### src/bpm_pkg.sv
// Shared constants, payload structs and arithmetic helpers for the BPM position block.
// Depends on nothing; every other file in src refers to it by scoped names.
package bpm_pkg;

  // Field widths
  localparam int SAMPLE_W   = 16;
  localparam int FRAC_W     = 16;
  localparam int SCALE_W    = 8;
  localparam int CTR_W      = 10;
  localparam int PIX_W      = 16;
  localparam int CFG_IDX_W  = 2;
  localparam int CFG_DATA_W = CTR_W;

  // Ratio magnitude is clipped to 8.0, so the quotient needs FRAC_W + 4 bits
  localparam int Q_W        = FRAC_W + 4;
  localparam int OVF_SHIFT  = Q_W - FRAC_W + 1;
  localparam int DIV_STEPS  = 4;
  localparam int DIV_STAGES = Q_W / DIV_STEPS;

  // Correction polynomial widths
  localparam int SQ_W       = 2 * Q_W;
  localparam int SUM_W      = SQ_W + 1;
  localparam int FAC_W      = SQ_W - FRAC_W;
  localparam int PROD1_W    = Q_W + FAC_W;
  localparam int M_W        = PROD1_W - FRAC_W;
  localparam int PROD2_W    = M_W + SCALE_W;
  localparam int OFS_W      = PROD2_W - FRAC_W;
  localparam int PIXSUM_W   = OFS_W + 2;

  // Pipeline stage map
  localparam int ST_FRONT = 0;
  localparam int ST_DIV   = ST_FRONT + 1;
  localparam int ST_CLIP  = ST_DIV + DIV_STAGES;
  localparam int ST_FAC   = ST_CLIP + 1;
  localparam int ST_MUL   = ST_FAC + 1;
  localparam int ST_OFS   = ST_MUL + 1;
  localparam int ST_PIX   = ST_OFS + 1;
  localparam int STAGES   = ST_PIX + 1;

  localparam logic [Q_W-1:0]      LIM_NEG = {1'b1, {(Q_W-1){1'b0}}};
  localparam logic [Q_W-1:0]      LIM_POS = {1'b0, {(Q_W-1){1'b1}}};
  localparam logic [SUM_W-1:0]    ONE_SQ  = SUM_W'(1) << (2 * FRAC_W);
  localparam logic signed [PIXSUM_W-1:0] PIX_HI = PIXSUM_W'((1 << (PIX_W-1)) - 1);
  localparam logic signed [PIXSUM_W-1:0] PIX_LO = ~PIX_HI;

  localparam logic [SCALE_W-1:0] SCALE_RST = SCALE_W'(80);
  localparam logic [CTR_W-1:0]   CTR_RST   = CTR_W'(75);

  typedef enum logic [CFG_IDX_W-1:0] {
    CFG_SCALE = 2'd0,
    CFG_CX    = 2'd1,
    CFG_CY    = 2'd2
  } cfg_reg_t;

  typedef struct packed {
    logic [STAGES-1:0] load;
  } pipe_ctl_t;

  // One channel of the restoring divider in flight
  typedef struct packed {
    logic [SAMPLE_W-1:0] dvs;
    logic [SAMPLE_W-1:0] rem;
    logic [Q_W-1:0]      num;
    logic [Q_W-1:0]      quo;
    logic                neg;
    logic                ovf;
  } div_lane_t;

  typedef struct packed {
    logic [Q_W-1:0] quo;
    logic           neg;
    logic           ovf;
  } ratio_t;

  typedef struct packed {
    logic [OFS_W-1:0] mag;
    logic             neg;
  } offset_t;

  // One restoring step: shift in the next numerator bit, subtract if it fits
  function automatic div_lane_t div_iter(input div_lane_t d);
    div_lane_t           r;
    logic [SAMPLE_W:0]   s;
    logic [SAMPLE_W:0]   diff;
    logic                take;
    s    = {d.rem, d.num[Q_W-1]};
    diff = s - {1'b0, d.dvs};
    take = (s >= {1'b0, d.dvs});
    r     = d;
    r.num = {d.num[Q_W-2:0], 1'b0};
    r.rem = take ? diff[SAMPLE_W-1:0] : s[SAMPLE_W-1:0];
    r.quo = {d.quo[Q_W-2:0], take};
    return r;
  endfunction

  // Clip a quotient magnitude to the ratio range; top bit flags the clip
  function automatic logic [Q_W:0] clip_ratio(input ratio_t r);
    logic [Q_W-1:0] lim;
    lim = r.neg ? LIM_NEG : LIM_POS;
    if (r.ovf || (r.quo > lim)) begin
      return {1'b1, lim};
    end
    return {1'b0, r.quo};
  endfunction

endpackage

### src/bpm_ctrl.sv
// Valid tracking and per-stage load enables for the position pipeline.
// Depends on bpm_pkg for the stage count and the control struct.
module bpm_ctrl (
  input  logic               clk,
  input  logic               rst,
  input  logic               in_valid,
  output logic               in_ready,
  output logic               out_valid,
  input  logic               out_ready,
  output bpm_pkg::pipe_ctl_t ctl
);

  logic [bpm_pkg::STAGES-1:0] valid;
  logic [bpm_pkg::STAGES:0]   ready;

  // A stage may load when it is empty or its contents move on
  always_comb begin
    ready[bpm_pkg::STAGES] = out_ready;
    for (int k = bpm_pkg::STAGES - 1; k >= 0; k--) begin
      ready[k] = !valid[k] || ready[k+1];
    end
  end

  always_ff @(posedge clk) begin
    if (rst) begin
      valid <= '0;
    end else begin
      if (ready[0]) begin
        valid[0] <= in_valid;
      end
      for (int k = 1; k < bpm_pkg::STAGES; k++) begin
        if (ready[k]) begin
          valid[k] <= valid[k-1];
        end
      end
    end
  end

  assign ctl.load  = ready[bpm_pkg::STAGES-1:0];
  assign in_ready  = ready[0];
  assign out_valid = valid[bpm_pkg::STAGES-1];

endmodule

### config.mk
export PLATFORM = sky130hd
export DESIGN_NAME = bpm_ctrl
export DESIGN_NICKNAME = d
export VERILOG_FILES = /design/src/bpm_pkg.sv /design/src/bpm_ctrl.sv
export SDC_FILE = /design/constraint.sdc
export NUM_CORES = 1
export LEC_CHECK = 0
export BUFFER_PORTS_ARGS = -buffer_cell sky130_fd_sc_hd__buf_4
export CORE_MARGIN = 2
export CORE_UTILIZATION = 35
export CTS_CLUSTER_DIAMETER = 150
export DETAILED_ROUTE_END_ITERATION = 6
export HOLD_SLACK_MARGIN = 0.15
export SYNTH_ARGS = -nofsm -noshare
export SYNTH_HDL_FRONTEND = slang
export SYNTH_SLANG_ARGS = --single-unit
### constraint.sdc
create_clock -name clk -period 1 [get_ports clk]
set_input_delay 0.05 -clock clk [delete_from_list [all_inputs] [get_ports clk]]
set_output_delay 0.05 -clock clk [all_outputs]
set_load 0.02 [all_outputs]
==> out/summary.md <==
The logs give 3 for the first-pass iteration count of the detailed router and 0.95 ns for the required arrival time at the worst endpoint. The global-route total usage across every layer came out at 0.1554. Entering global routing, the biggest net connects 12 pins. The share of the cycle needed by the critical path after routing works out to 1.328. The sequential area share after synthesis was 0.4809.

The weighted congestion reported at the end of routability-driven placement is 0.6362. The critical path in this run is classified as reg -> out. Power spread over the standard cell area amounts to 912.8 mW/mm2.

Once placement finished, the instance area stood at 669.4 um2. The largest clock skew in the final design came out at 0.008167 ns. Setup repair after global routing could not meet its margin everywhere. The share of total power in sequential cells is 0.579, and the average cell area after synthesis is 8.640 um2. Summing every instance area after synthesis gives 457.9 um2. The logs give 0.0001571 W for the net switching power and 0.001614 mm2 for the area enclosed by the die boundary. The accumulated negative setup slack was -4.147 ns; the cell-internal power was 0.0006172 W.

The layout cell share with drive strength beyond 1 works out to 0.6914. The via count of the first global-routing pass came out at 357. The run finished, with violations left.

The post-detailed-placement half-perimeter wirelength is 730.4 um. The worst hold path passes through 3 cells. Clock latency on the worst-skew pair, taken at its later pin, is 0.26 ns. The clock net in this run drives a total of 11 sinks. Dominant combinational cell family by area after synthesis: simple AND/OR/NAND/NOR gates. The tools report the part of the total power dissipated in the clock network as 0.374. The tools report the number of nets with antenna violations after routing as 0. In this run, synthesis produced a sequential element count of 11.

The share of the synthesized area in compound gates (AO/OA/AOI/OAI) is 0.1339, and the number of nets in the synthesized netlist is 57. The post-detailed-route via-to-cell ratio works out to 4.719. The run gives 0 as the antenna diode count. The row count was 13; the TritonCTS buffer count was 3. In this run the static leakage power is 0.3667 nW. The wire length of the first global-routing pass is 1.573 mm, and the post-synthesis adder-cell area fraction is 0. Fraction of the mapped netlist area in simple logic gates: 0.2705.

Ranked by total cell area, the synthesized netlist is headed by dfxtp_1 (48%), nor2_1 (6.6%), a21oi_1 (5.5%). The top-area cell type share of the netlist area works out to 0.4809. The register with the most flip-flops in the layout has 11 of them. The area share of xor/xnor cells in the synthesized design came out at 0. The number of pins with negative max-slew slack in the final report was 0; the growth of design area from synthesis to finish was 85.25%.

The tools report the final wirelength as 1.105 mm. In this run, placement finished with an instance count of 87. The tools report the starting utilization of the core area as 0.3656.

The end-of-flow core utilization is 0.6773. For the combinational group share of total power, the log shows 0.047. STA classifies the critical path endpoint as a primary output. After routing the design area is 848.3 um2. The tools report the maximum level of the CTS H-tree as 1. The fraction of registers with async set/reset is 0, and the total power of the final layout is 0.0007743 W.

No sink is reached through more buffers than the 2 on the longest clock path. Summed over all layers, the global routing overflow is 0. The fmax was 753.0 MHz; the multiplexer share of the synthesized area was 0. Data on the critical path arrives at its endpoint at 1.28 ns. At the pin with the least slew margin, the transition time is 0.1733 ns. The maximum fanout count along the critical path is 5. After floorplanning, the core was sized to cover 0.001252 mm2.

After clock tree synthesis, the clock-pin slew on the worst setup and hold paths is 0.07 ns. The initial antenna violation count came out at 0. The path depth of the worst reg2reg path is 5, and the number of nets in the layout is 86.

Yosys mapped a number of flops with a built-in enable equal to 0. For this block, the initial DRC count from the detailed router was 10. The flip-flop cell with the highest count after synthesis was dfxtp_1.

The floorplan step set the die height to 40.17 um. During synthesis, Yosys emitted a total of 0 warnings. The cell count after synthesis was 53; the final count of hold timing violations was 0.

The non-filler instance count after layout was 96; the total of endpoints with negative setup slack in the final report was 18. The worst hold path belongs to the class in -> reg. The worst-case IR drop observed on VDD is 0.0007236 V.

The routed layout has 453 vias. The final reports fail on negative setup slack. The tool flagged a number of max-cap violations equal to 0. The netlist uses 21 different library cells. The slack of the critical path was -0.3281 ns. The number of hold buffers added after CTS was 2. Buffers placed on the I/O ports in this run total 16. The relative slew slack came out at 0.8839. Switching part of the total power: 0.2029. After detailed routing, the number of remaining DRC violations is 0. valid holds more flip-flops than any other register. 17 I/O pins were placed. TritonCTS built the clock tree. The final critical delay including setup and external delays came out at 1.328 ns. Yosys instantiated no cell more often than dfxtp_1. In the final layout, the registers with the most flip-flops are valid (11). The average wire per cell in the routed design came out at 11.51 um. Clock tree synthesis selected as its root buffer the cell clkbuf_4. The worst setup path is launched from a register. The commonest cells after synthesis are dfxtp_1 (11), nor2_1 (8), a21oi_1 (5), inv_1 (4), nand2_1 (4). Cell taking the most area after synthesis: dfxtp_1. The die is 40.17 um wide.
[cell type report]
type                    count  area (um2)
fillers                   110       404.1
repair buffers             28       279.0
multi-input cells          32       271.5
flip-flops and latches     11       230.2
clock buffers               4       26.28
inverters                   6       22.52
well taps                  15       18.77
[final timing paths]
check / from / to / slack [ns]
max: valid[8]$_SDFFE_PP0P_ / ctl[3] / -0.33
max reg2reg: valid[8]$_SDFFE_PP0P_ / valid[4]$_SDFFE_PP0P_ / -0.19
min: out_ready / valid[10]$_SDFFE_PP0P_ / 0.08
min reg2reg: valid[8]$_SDFFE_PP0P_ / valid[9]$_SDFFE_PP0P_ / 0.45
[cells by family after synthesis]
logic type	after synthesis
AOI/OAI and AO/OA	10
DFF	11
buffers and inverters	10
and+or+nand+nor	22
[worst max-delay path: stages (launching register included)]
cell     delay [ns]
dfxtp_2        0.33
and4b_2        0.28
and2_4         0.20
nand3_2        0.07
buf_6          0.13
[cells in the final DEF, fill, tap and decap left out, drive strengths merged]
cell,instances
nand4,1
nand2b,1
nor2,8
and3,2
clkbuf,4
nand2,4
and4b,1
inv,6
a31oi,3
dfxtp,11
and2,1
nand3,2
buf,26
dlygate4sd3,2
a21oi,6
or2,1
and4,1
a41oi,1
[through the flow]
step,setup slack (ns),hold WS [ns]
after global placement,-0.08588,0.3040
final,-0.3281,0.08268
after floorplan,-0.07054,0.1094
after global routing,-0.3828,0.06882
after detailed placement,-0.09446,0.3013
after CTS,-0.3330,0.06457
[metal layers]
metal	track usage	vias to the layer above	wire, um
met5	0	-	0
met4	0.1000	0	5
met3	0.05000	2	39
met2	0.2298	10	536
met1	0.1919	207	525
li1	-	234	-
[timing repair]
| item | CTS | global route |
|---|---|---|
| cloned | 0 | 0 |
| endpoints found under the setup margin | 19 | 21 |
| buffers inserted | 2 | 2 |
| resized for setup | 15 | 14 |
| pin swaps | 5 | 3 |
| hold endpoints to repair | 11 | 1 |
[power by group through the flow]
stage | Clock, W | Combinational [W] | Sequential [W]
3_3_place_gp | 0 | 0.0000263 | 0.000457
4_1_cts | 0.000299 | 0.0000349 | 0.000448
2_1_floorplan | 0 | 0.0000130 | 0.000457
5_1_grt | 0.000325 | 0.0000394 | 0.000449
3_5_place_dp | 0 | 0.0000258 | 0.000458
6_report | 0.000289 | 0.0000365 | 0.000449
Note: power is estimated with default switching activity, not from simulation.
