File: src/bpm_pkg.sv
// Shared constants, payload structs and arithmetic helpers for the BPM position block.
// Depends on nothing; every other file in src refers to it by scoped names.
package bpm_pkg;

  // Field widths
  localparam int SAMPLE_W   = 16;
  localparam int FRAC_W     = 16;
  localparam int SCALE_W    = 8;
  localparam int CTR_W      = 10;
  localparam int PIX_W      = 16;
  localparam int CFG_IDX_W  = 2;
  localparam int CFG_DATA_W = CTR_W;

  // Ratio magnitude is clipped to 8.0, so the quotient needs FRAC_W + 4 bits
  localparam int Q_W        = FRAC_W + 4;
  localparam int OVF_SHIFT  = Q_W - FRAC_W + 1;
  localparam int DIV_STEPS  = 4;
  localparam int DIV_STAGES = Q_W / DIV_STEPS;

  // Correction polynomial widths
  localparam int SQ_W       = 2 * Q_W;
  localparam int SUM_W      = SQ_W + 1;
  localparam int FAC_W      = SQ_W - FRAC_W;
  localparam int PROD1_W    = Q_W + FAC_W;
  localparam int M_W        = PROD1_W - FRAC_W;
  localparam int PROD2_W    = M_W + SCALE_W;
  localparam int OFS_W      = PROD2_W - FRAC_W;
  localparam int PIXSUM_W   = OFS_W + 2;

  // Pipeline stage map
  localparam int ST_FRONT = 0;
  localparam int ST_DIV   = ST_FRONT + 1;
  localparam int ST_CLIP  = ST_DIV + DIV_STAGES;
  localparam int ST_FAC   = ST_CLIP + 1;
  localparam int ST_MUL   = ST_FAC + 1;
  localparam int ST_OFS   = ST_MUL + 1;
  localparam int ST_PIX   = ST_OFS + 1;
  localparam int STAGES   = ST_PIX + 1;

  localparam logic [Q_W-1:0]      LIM_NEG = {1'b1, {(Q_W-1){1'b0}}};
  localparam logic [Q_W-1:0]      LIM_POS = {1'b0, {(Q_W-1){1'b1}}};
  localparam logic [SUM_W-1:0]    ONE_SQ  = SUM_W'(1) << (2 * FRAC_W);
  localparam logic signed [PIXSUM_W-1:0] PIX_HI = PIXSUM_W'((1 << (PIX_W-1)) - 1);
  localparam logic signed [PIXSUM_W-1:0] PIX_LO = ~PIX_HI;

  localparam logic [SCALE_W-1:0] SCALE_RST = SCALE_W'(80);
  localparam logic [CTR_W-1:0]   CTR_RST   = CTR_W'(75);

  typedef enum logic [CFG_IDX_W-1:0] {
    CFG_SCALE = 2'd0,
    CFG_CX    = 2'd1,
    CFG_CY    = 2'd2
  } cfg_reg_t;

  typedef struct packed {
    logic [STAGES-1:0] load;
  } pipe_ctl_t;

  // One channel of the restoring divider in flight
  typedef struct packed {
    logic [SAMPLE_W-1:0] dvs;
    logic [SAMPLE_W-1:0] rem;
    logic [Q_W-1:0]      num;
    logic [Q_W-1:0]      quo;
    logic                neg;
    logic                ovf;
  } div_lane_t;

  typedef struct packed {
    logic [Q_W-1:0] quo;
    logic           neg;
    logic           ovf;
  } ratio_t;

  typedef struct packed {
    logic [OFS_W-1:0] mag;
    logic             neg;
  } offset_t;

  // One restoring step: shift in the next numerator bit, subtract if it fits
  function automatic div_lane_t div_iter(input div_lane_t d);
    div_lane_t           r;
    logic [SAMPLE_W:0]   s;
    logic [SAMPLE_W:0]   diff;
    logic                take;
    s    = {d.rem, d.num[Q_W-1]};
    diff = s - {1'b0, d.dvs};
    take = (s >= {1'b0, d.dvs});
    r     = d;
    r.num = {d.num[Q_W-2:0], 1'b0};
    r.rem = take ? diff[SAMPLE_W-1:0] : s[SAMPLE_W-1:0];
    r.quo = {d.quo[Q_W-2:0], take};
    return r;
  endfunction

  // Clip a quotient magnitude to the ratio range; top bit flags the clip
  function automatic logic [Q_W:0] clip_ratio(input ratio_t r);
    logic [Q_W-1:0] lim;
    lim = r.neg ? LIM_NEG : LIM_POS;
    if (r.ovf || (r.quo > lim)) begin
      return {1'b1, lim};
    end
    return {1'b0, r.quo};
  endfunction

endpackage

File: src/bpm_div.sv
// Pipelined restoring divider for one channel: a few quotient bits per stage.
// Depends on bpm_pkg for the lane struct and the step function.
module bpm_div (
  input  logic                clk,
  input  bpm_pkg::pipe_ctl_t  ctl,
  input  bpm_pkg::div_lane_t  lane_in,
  output bpm_pkg::ratio_t     ratio
);

  bpm_pkg::div_lane_t stage      [bpm_pkg::DIV_STAGES];
  bpm_pkg::div_lane_t stage_next [bpm_pkg::DIV_STAGES];

  for (genvar k = 0; k < bpm_pkg::DIV_STAGES; k++) begin : g_stage
    bpm_pkg::div_lane_t src;

    if (k == 0) begin : g_first
      assign src = lane_in;
    end else begin : g_rest
      assign src = stage[k-1];
    end

    always_comb begin
      stage_next[k] = src;
      for (int i = 0; i < bpm_pkg::DIV_STEPS; i++) begin
        stage_next[k] = bpm_pkg::div_iter(stage_next[k]);
      end
    end

    always_ff @(posedge clk) begin
      if (ctl.load[bpm_pkg::ST_DIV + k]) begin
        stage[k] <= stage_next[k];
      end
    end
  end

  assign ratio.quo = stage[bpm_pkg::DIV_STAGES-1].quo;
  assign ratio.neg = stage[bpm_pkg::DIV_STAGES-1].neg;
  assign ratio.ovf = stage[bpm_pkg::DIV_STAGES-1].ovf;

endmodule

File: config.mk
export PLATFORM = sky130hd
export DESIGN_NAME = bpm_div
export DESIGN_NICKNAME = d
export VERILOG_FILES = /design/src/bpm_pkg.sv /design/src/bpm_div.sv
export SDC_FILE = /design/constraint.sdc
export NUM_CORES = 1
export LEC_CHECK = 0
export BUFFER_PORTS_ARGS = -buffer_cell sky130_fd_sc_hd__buf_2
export CAP_MARGIN = 10
export CELL_PAD_IN_SITES_DETAIL_PLACEMENT = 1
export CELL_PAD_IN_SITES_GLOBAL_PLACEMENT = 1
export CORE_MARGIN = 5
export CORE_UTILIZATION = 30
export DETAILED_ROUTE_END_ITERATION = 10
export MAX_ROUTING_LAYER = met4
export PLACE_DENSITY_LB_ADDON = 0.1
export SYNTH_ARGS = -nofsm -noshare
export SYNTH_HDL_FRONTEND = slang
export SYNTH_SLANG_ARGS = --single-unit
File: constraint.sdc
create_clock -name clk -period 22.6 [get_ports clk]
set_clock_uncertainty 0.05 [all_clocks]
set_input_delay 1.13 -clock clk [delete_from_list [all_inputs] [get_ports clk]]
set_output_delay 1.13 -clock clk [all_outputs]
set_load 0.01 [all_outputs]
==> results of run 1 <==
[worst reg2reg max path, delay by kind of cell, from the launching register on]
kind	cells	cell delay, ps
buffers and inverters	3	750
DFF	1	570
adders and majority gates	4	1370
AOI/OAI and AO/OA	20	6740
and+or+nand+nor	10	2420
muxes	3	1480
[layout by cell type (no fill, tap or decap), types with 48 or more instances in the layout]
cell      synthesis  layout
a21o_1           86      86
a21oi_1         230     230
buf_2             9      81
edfxtp_1        238     238
ha_1            320     320
inv_1           202     202
mux2_2          146     146
nand2_1         175     175
nand3_1          51      51
nand4_1          48      48
nor2_1          174     174
nor2b_1          48      48
nor3_1           72      72
o21ai_0         179     179
xnor2_1         152     152
xor2_1           65      65
[layout make-up]
class	instances	area share (%)
antenna	1	0.00914
clock buffer	37	2.92
clock inverter	18	0.786
inverter	205	2.81
multi-input combinational	2192	60.7
sequential	238	26.1
tap	1070	4.89
timing repair buffer	93	1.81
[worst min path at each step]
stage,start,end,slack (ps),cells after the start
after floorplan,stage[0][26]$_DFFE_PP_,stage[0][100]$_DFFE_PP_,350,0
after global placement,stage[0][29]$_DFFE_PP_,stage[0][103]$_DFFE_PP_,350,0
after detailed placement,stage[0][101]$_DFFE_PP_,stage[0][175]$_DFFE_PP_,360,0
after CTS,stage[0][3]$_DFFE_PP_,stage[0][77]$_DFFE_PP_,360,0
after global routing,stage[0][3]$_DFFE_PP_,stage[0][77]$_DFFE_PP_,360,0
final,stage[0][3]$_DFFE_PP_,stage[0][77]$_DFFE_PP_,360,0
[layer usage]
layer	track usage [%]	part of all wire [%]	vias up
li1	-	-	10134
met2	30.2	46	229
met5	-	0	-
met4	3.16	1.7	0
met3	1.98	2.9	66
met1	25.1	49	9951
[cell families after synthesis]
| kind of cell | synth area share (%) |
|---|---|
| fa+ha+maj | 17.7 |
| compound gates | 19.6 |
| mux | 8.67 |
| buf+inv | 3.90 |
| flops | 28.9 |
| simple gates | 13.5 |
| xor+xnor | 7.69 |
[metrics by stage]
| step | area, um2 | setup WS (ps) | hold slack, ps | instances | utilization, % |
|---|---|---|---|---|---|
| after floorplan | 24700 | 12050 | 350 | 2677 | - |
| after global placement | 26400 | 9110 | 350 | 3798 | 32.2 |
| after detailed placement | 26400 | 8980 | 356 | 3798 | 32.2 |
| after CTS | 27400 | 8910 | 364 | 3853 | 33.4 |
| after global routing | 27400 | 8140 | 363 | 3853 | 33.4 |
| final | 27400 | 9010 | 360 | 3854 | 33.4 |
==> reports/summary.md, run 1 <==
The number of nets in the final layout is 3186, and the proportion of netlist area held by the largest area contributor is 28.9%. The synthesized design spends more area on one cell type than any other, namely edfxtp_1. On the critical path the largest part of the delay comes from compound AO/OA/AOI/OAI gates. The worst reg2reg path depth was 40; the number of nets in the synthesized netlist was 3102.

In this run the critical register-to-register path is captured at stage[0][186]$_DFFE_PP_. For this run, the top clock speed supported by timing is 0.0736 GHz. In this run the critical register-to-register path is launched from stage[0][125]$_DFFE_PP_. During I/O placement, the number of pins put on the boundary was 108.

The flow ran to the end, and the final reports show no timing, DRC or antenna violations. The floorplan step set the die height to 297 um. Global routing used 18.4% of the available tracks.

Ranked by total cell area, the synthesized netlist is headed by edfxtp_1, ha_1, mux2_2. For the level count of the clock H-tree, the log shows 1. Averaged over all synthesized cells, the footprint is 9.23 um2. The initialized floorplan defines 105 standard-cell rows. For this run, design rule violations remaining after detail routing come to 0.

Launching instance or port of the critical path: stage[0][125]$_DFFE_PP_. The number of warnings issued by yosys was 0; the worst max-slew margin expressed relative to the limit was 21.9%. Along the worst path, the maximum fanout reaches 26. The number of max-cap violations was 0; the worst endpoint required time was 22880 ps. Number of iterations in the first detailed-routing pass: 5. The maximum buffer depth of the clock tree is 3. Flip-flop and latch count after synthesis: 238. For the number of instances in the synthesized netlist, the log shows 2677. At the worst endpoint, the arrival time is 13870 ps.

Most frequent cell on the critical path: ha_1. For this block, the initial DRC count from the detailed router was 803. The synthesized netlist occupies a cell area of 24700 um2.

The die outline area was 88200 um2; the largest incremental delay on the critical path was 910 ps. The global-route congestion overflow total is 0, and the number of global-route vias before repair is 21431. Share of async-settable or async-resettable flops after synthesis: 0%. In this run the worst setup path terminates at stage[0][186]$_DFFE_PP_. The slack of the worst reg-to-reg path was 9010 ps. The register with the most flip-flops in the layout has 238 of them. The area growth from synthesis to layout is 10.8%. The run gives 67.7 mm as the sum of net half-perimeters after detailed placement.

The post-route antenna net violation count was 0. Depth of the critical timing path with buffers and inverters included: 40. Path category of the worst min-delay check: register to register. The share of layout cells above drive strength 1 was 11.9%. Setup repair after global routing left no endpoint under its margin. The post-cts sizing count was 0; the number of antenna violations at the first check in global routing was 2.

The multi-input combinational cells in the finished layout cover a total of 16600 um2. Using the TritonRoute via totals, the vias-per-cell ratio works out to 5.29. Clock tree synthesis selected as its root buffer the cell clkbuf_16. CTS saw 238 sinks. Summed over all failing endpoints, the final setup total negative slack is 0 ps.

The number of buffers inserted for hold repair after clock tree synthesis was 0. During placement, the flow inserted port buffers numbering 81. The die is 297 um wide. The final period demand of the worst path is 13590 ps, and the largest net degree at the start of global routing is 55. The starting density of the core is 30.2%. The setup path with the least slack is of type register to register.

The most used flip-flop cell after synthesis is edfxtp_1. For the final count of hold timing violations, the log shows 0. The congestion estimate from routability-driven global placement came to 0.879. The total area of sequential cells came out at 7150 um2. Total vias in the final route: 20380. The routed design has 81.7 mm of wire. The sequential cell area fraction in the yosys report came out at 28.9%.

By instance count, the leading cell after synthesis is ha_1. The worst path uses 60.2% of the clock period. Sorting the synthesized cells by how often they occur yields ha_1, edfxtp_1, a21oi_1. The tools report the number of slew-limit violations in the final report as 0. The tools report the category of the worst setup path launch point as a register. Yosys mapped a number of flops with a built-in enable equal to 238. The tools report the number of filler instances in the final layout as 9452.

The detailed-route wire length per cell was 21.2 um; the clock-pin slew on the worst setup and hold paths was 60 ps. The standard cell core area came out at 81800 um2. The slowest cell on the critical path was a31oi_2.

The TritonCTS buffer count was 31; the final-report setup violation count was 0. The number of buffers and inverters on the critical path came out at 3. TritonCTS built the clock tree. The clock reaches the later pin of the worst-skew pair after 590 ps. The post-CTS setup-driven buffer insertion count is 0, and the number of library cell types mapped by synthesis is 83.

The largest registers in the layout are stage: 238 flops. The measured slew at the worst slew-check pin was 1170 ps; the wire length of the first global-routing pass was 126 mm. STA classifies the critical path endpoint as a register.

Register containing the most flip-flops in the final layout: stage.
Power of run 1 is left out: the tool's default activity adds up to more than one toggle a clock period on the data nets, which glitch-free logic cannot reach.
==> run 2: changes to the inputs <==
==> constraint.sdc (replaced) <==
create_clock -name clk -period 11.2 [get_ports clk]
set_clock_uncertainty 0.05 [all_clocks]
set_input_delay 0.56 -clock clk [delete_from_list [all_inputs] [get_ports clk]]
set_output_delay 0.56 -clock clk [all_outputs]
set_load 0.01 [all_outputs]
==> reports/summary.md, run 2 (synthesis gave the netlist of run 1 again) <==
Counting cells, the worst reg-to-reg path comes to 42. For the final count of hold timing violations, the log shows 0. Of all nets on the critical path, the largest fanout is 17. The final design area excluding fillers was 28400 um2; the number of design-rule violations left by the first detailed-router iteration was 980. In this run the tightest slew margin relative to its limit is 37.3%.

For the largest net degree at the start of global routing, the log shows 55. The standard cell core area came out at 81800 um2. The run finished with clean final reports.

The tools report the post-route antenna net violation count as 0. The count of buffers added on input and output ports is 81. The top cell types in the final layout, fill and taps aside, are ha_1, edfxtp_1, a21oi_1.

The library cell used most frequently in the layout, excluding fill and tap cells, is ha_1. For the routability congestion estimate, the log shows 0.883. Setup violations remaining at the end of the flow were counted as 0. Slowest cell on the critical path: or4_1. In the global route stage, met3 resource usage came out at 1.83%.

The logs give 11440 ps for the worst endpoint required time and 105 for the standard-cell row count. The number of clock buffers added by TritonCTS is 34. Summing over every cut layer, the via total after detailed routing is 20814.

STA puts the critical path data arrival time at 10790 ps. Most heavily used metal layer in global routing: met2. The start-to-end type of the worst setup path was register to register.

The run gives 31.1% as the global-route met2 utilization. In this run, post-CTS hold repair placed 0 buffers. The starting density of the core is 30.2%, and the largest incremental delay on the critical path is 550 ps. The number of filler instances in the final layout was 9432; the area growth from synthesis to final layout was 14.8%. The path category of the worst min-delay check is input port to register. The pre-antenna-repair detailed-routing pass consisted of 5 iterations. The logs give 83.6 mm for the final wirelength and 3 for the maximum buffer depth of the clock tree. The capture point of the worst reg-to-reg path is stage[0][186]$_DFFE_PP_. The number of slew-limit violations in the final report was 0; the maximum clock rate was 0.0947 GHz. The wire length of the first global-routing pass was 130 mm. Root cell of the clock tree: clkbuf_16. The run gives 3289 as the number of nets in the final layout. TritonCTS built the clock tree.

Met1 track demand over resource: 26.1%. For the area occupied by multi-input gates, the log shows 16700 um2. The detailed-route wire length per cell was 21.1 um; the number of antenna cells inserted was 0. The portion of the clock cycle consumed by the worst path in the final layout is 94.2%. The post-detailed-route DRC marker count is 0. The logs give 0 for the global-route congestion overflow total and 560 ps for the clock latency on the worst-skew pair. In the final layout, the share of cells above drive strength 1 is 15.7%. The category of the worst setup path launch point is a register. The number of max-cap violations was 0; the routed via count divided by cell count was 5.26. The die boundary height came out at 297 um. The clock-pin slew on the worst setup and hold paths came out at 60 ps. stage holds more flip-flops than any other register. Global routing used 19.0% of the available tracks across all layers. For the pin with the worst max-slew slack, the measured transition is 940 ps. For the total number of clock tree sinks, the log shows 238. The tools report the critical register-to-register path startpoint as stage[0][131]$_DFFE_PP_. The type of destination of the critical path is a register.

The tools report the number of global-route vias before repair as 21969. The most critical setup path has its endpoint at stage[0][186]$_DFFE_PP_. The worst path in the final design needs a cycle of 10550 ps, including I/O delays and setup. The x dimension of the die is 297 um. After detailed placement, the total cell area comes to 27100 um2.

108 I/O pins were placed. The number of flip-flops in the largest register was 238. The die covers 88200 um2.

The largest registers in the layout are stage: 238 flops. Launching instance or port of the critical path: stage[0][131]$_DFFE_PP_. The number of antenna violations at the first check in global routing was 3; the total area of sequential cells was 7150 um2. The H-tree was split into 2 levels. Across all register-to-register paths, the minimum setup slack is 650 ps.

The sum of net half-perimeters after detailed placement was 69.3 mm.
==> run 2: cell type report <==
| class | count | area share (%) |
|---|---|---|
| Inverter | 205 | 2.73 |
| Clock buffer | 39 | 3.07 |
| Sequential cell | 238 | 25.2 |
| Multi-Input combinational cell | 2192 | 58.9 |
| Clock inverter | 17 | 0.807 |
| Tap cell | 1070 | 4.72 |
| Timing Repair Buffer | 193 | 4.63 |
==> run 2: metal layers <==
layer  wire (um)  up-vias
met1       41400    10196
met5           0        -
met4        1210        0
met2       38800      218
li1            -    10333
met3        2210       67
==> run 2: worst min path at each step <==
| stage | from | end | slack [ps] | depth (start not counted) |
|---|---|---|---|---|
| 3_5_place_dp | stage[0][77]$_DFFE_PP_ | stage[0][151]$_DFFE_PP_ | 360 | 0 |
| 2_1_floorplan | stage[0][26]$_DFFE_PP_ | stage[0][100]$_DFFE_PP_ | 350 | 0 |
| 5_1_grt | lane_in[0] | stage[0][0]$_DFFE_PP_ | 100 | 1 |
| 3_3_place_gp | stage[0][227]$_DFFE_PP_ | stage[0][301]$_DFFE_PP_ | 350 | 0 |
| 6_report | lane_in[0] | stage[0][0]$_DFFE_PP_ | 140 | 1 |
| 4_1_cts | lane_in[0] | stage[0][0]$_DFFE_PP_ | 90 | 1 |
==> run 2: through the flow <==
| stage | util, % | hold slack [ps] | TNS [ps] | setup slack (ps) | instances |
|---|---|---|---|---|---|
| 3_3_place_gp | 33.1 | 351 | 0 | 460 | 3888 |
| 5_1_grt | 34.7 | 101 | -2.65 | -2.65 | 3954 |
| 3_5_place_dp | 33.1 | 356 | 0 | 315 | 3888 |
| 4_1_cts | 34.5 | 85.5 | 0 | 236 | 3944 |
| 2_1_floorplan | - | 350 | 0 | 648 | 2677 |
| 6_report | 34.7 | 136 | 0 | 645 | 3954 |
==> run 2: what timing repair did <==
action                                  CTS  global route
endpoints found under the setup margin    0            54
endpoints found under the hold margin     0             0
setup buffers                             0            10
resized for setup                         0            32
==> run 2: critical path: cells and delay by family (launching register included) <==
kind,cells,cell delay (ps)
flops,1,380
compound gates,15,3450
simple gates,13,2430
fa+ha+maj,4,1160
buf+inv,6,1250
mux,4,1500
Power of run 2 is left out for the same reason.
==> run 3: changes to the inputs <==
--- a/config.mk
+++ b/config.mk
@@ -10,7 +10,7 @@
 export CELL_PAD_IN_SITES_DETAIL_PLACEMENT = 1
 export CELL_PAD_IN_SITES_GLOBAL_PLACEMENT = 1
 export CORE_MARGIN = 5
-export CORE_UTILIZATION = 30
+export CORE_UTILIZATION = 41
 export DETAILED_ROUTE_END_ITERATION = 10
 export MAX_ROUTING_LAYER = met4
 export PLACE_DENSITY_LB_ADDON = 0.1
==> reports/summary.md, run 3 (synthesis gave the netlist of run 1 again) <==
Path category of the worst min-delay check: input port to register. STA classifies the critical path endpoint as a register. Entering global routing, the biggest net connects 55 pins. Counting buffers and inverters, the worst setup path is 43 cells deep. The H-tree was split into 2 levels. The logs give 10690 ps for the arrival time of data at the critical path endpoint and 34 for the TritonCTS buffer count.

Worst endpoint required time: 11450 ps. The number of cells traversed by the worst hold path is 1, and the share of layout cells above drive strength 1 is 14.9%. During I/O placement, the number of pins put on the boundary was 108. The area growth from synthesis to final layout is 12.3%, and the standard-cell row count is 90. At the pin with the least slew margin, the transition time is 914 ps. The run gives 77.8 mm as the final wirelength. Category of the worst setup path launch point: a register. The final count of hold timing violations was 0. Broken down by cell family, the worst path's largest delay share belongs to compound AO/OA/AOI/OAI gates. The number of buffers and inverters on the critical path was 6; the x dimension of the die was 256 um.

Once detail routing completed, the nets flagged for antenna violations numbered 0. The logs give 37.5% for the worst max-slew margin expressed relative to the limit and 122 ps for the post-route worst hold slack. The worst path uses 93.2% of the clock period.

The number of nets in the final layout is 3269, and the overall global routing resource usage is 23.7%. The number of cells on the worst reg-to-reg path is 43. The die is 256 um tall. The clock latency on the worst-skew pair was 560 ps.

Setup repair after global routing left no endpoint under its margin. Based on the critical path, the design can be clocked at up to 0.0958 GHz. The run gives 0 as the number of slew-limit violations in the final report. The number of antenna violations at the first check in global routing came out at 1. Before antenna repair, the detailed router went through 5 iterations. The cell that appears most often on the critical path is o21a_1. The total number of clock tree sinks is 238, and the number of global-route vias before repair is 21976.

For the total vias in the final route, the log shows 21033. In the final layout, the registers with the most flip-flops are stage: 238 flops. Maximum buffer depth of the clock tree: 3. Register containing the most flip-flops in the final layout: stage.

The slowest cell on the critical path was or4_1. Buffers placed on the I/O ports in this run total 81. The first global-routing pass estimated 122 mm of wire. The library cells used most frequently in the layout, excluding fill and tap cells, are ha_1, edfxtp_1, a21oi_1. The placed instances occupy a cell area of 26600 um2. For this run, design rule violations remaining after detail routing come to 0. Setup violations remaining at the end of the flow were counted as 0.

Global-route congestion overflow total: 0. The initial utilization of the core area, before any placement, comes to 41.2%. The floorplan step defined a die boundary enclosing 65300 um2. After routing the design area is 27800 um2.

The flow ran to the end, and the final reports show no timing, DRC or antenna violations. At the end of routability-driven placement, the weighted congestion stood at 0.900. TritonCTS built the clock tree.

The worst setup path is of the register to register kind. The most common library cell in the layout ignoring fill and taps is ha_1. The number of max-cap violations was 0; the clock-pin slew on the worst setup and hold paths was 80 ps. The number of flip-flops in the largest register works out to 238.

Dividing the detail-routed via count by the number of cells gives 5.76. The logs give 0 ps for the aggregate negative setup slack and 60000 um2 for the standard cell core area. The worst-path maximum fanout came out at 17. Hold repair after CTS inserted 0 buffers. For flop-to-flop paths, the worst setup slack is 760 ps. The number of design-rule violations left by the first detailed-router iteration is 936. Summed over all nets, the half-perimeter wirelength after detailed placement is 64.1 mm. Dividing the detail-routed wire length by the instance count gives 21.3 um. The root cell of the clock tree was clkbuf_16.

The clock period could shrink to 10440 ps. The repair_antennas step left the layout with diodes totalling 0. In this design, the stage delay of the slowest critical-path cell is 540 ps.
## run 3: layer usage
metal	routed length, um	track usage, %	up-vias
met5	0	-	-
met4	2230	6.31	0
met2	37500	40.3	301
li1	-	-	10317
met3	2320	2.67	103
met1	35800	30.4	10312
## run 3: metrics by stage
stage               util (%)  setup slack (ps)  cells
finish                  46.2               758   3652
global route            46.2              27.3   3652
CTS                     46.1               365   3646
detailed placement      44.4               413   3584
global placement        44.4               643   3584
floorplan                  -               648   2677
## run 3: area by class of cell
type	count	area [um2]
fill	6914	32300
multi-input combinational	2192	16600
sequential	238	7150
timing repair buffer	173	1170
tap	782	978
clock buffer	38	887
inverter	205	773
clock inverter	24	174
## run 3: path summary, 6_finish.rpt
check | endpoint | start
min reg2reg | stage[0][97]$_DFFE_PP_ | stage[0][23]$_DFFE_PP_
min | stage[0][0]$_DFFE_PP_ | lane_in[0]
max reg2reg | stage[0][260]$_DFFE_PP_ | stage[0][196]$_DFFE_PP_
max | stage[0][260]$_DFFE_PP_ | stage[0][196]$_DFFE_PP_
## run 3: what timing repair did
action / 4_1_cts / 5_1_grt
hold endpoints to repair: 0 / 0
setup endpoints to repair: 0 / 51
gates resized for setup: 0 / 11
setup buffers: 0 / 6
Power of run 3 is left out for the same reason.
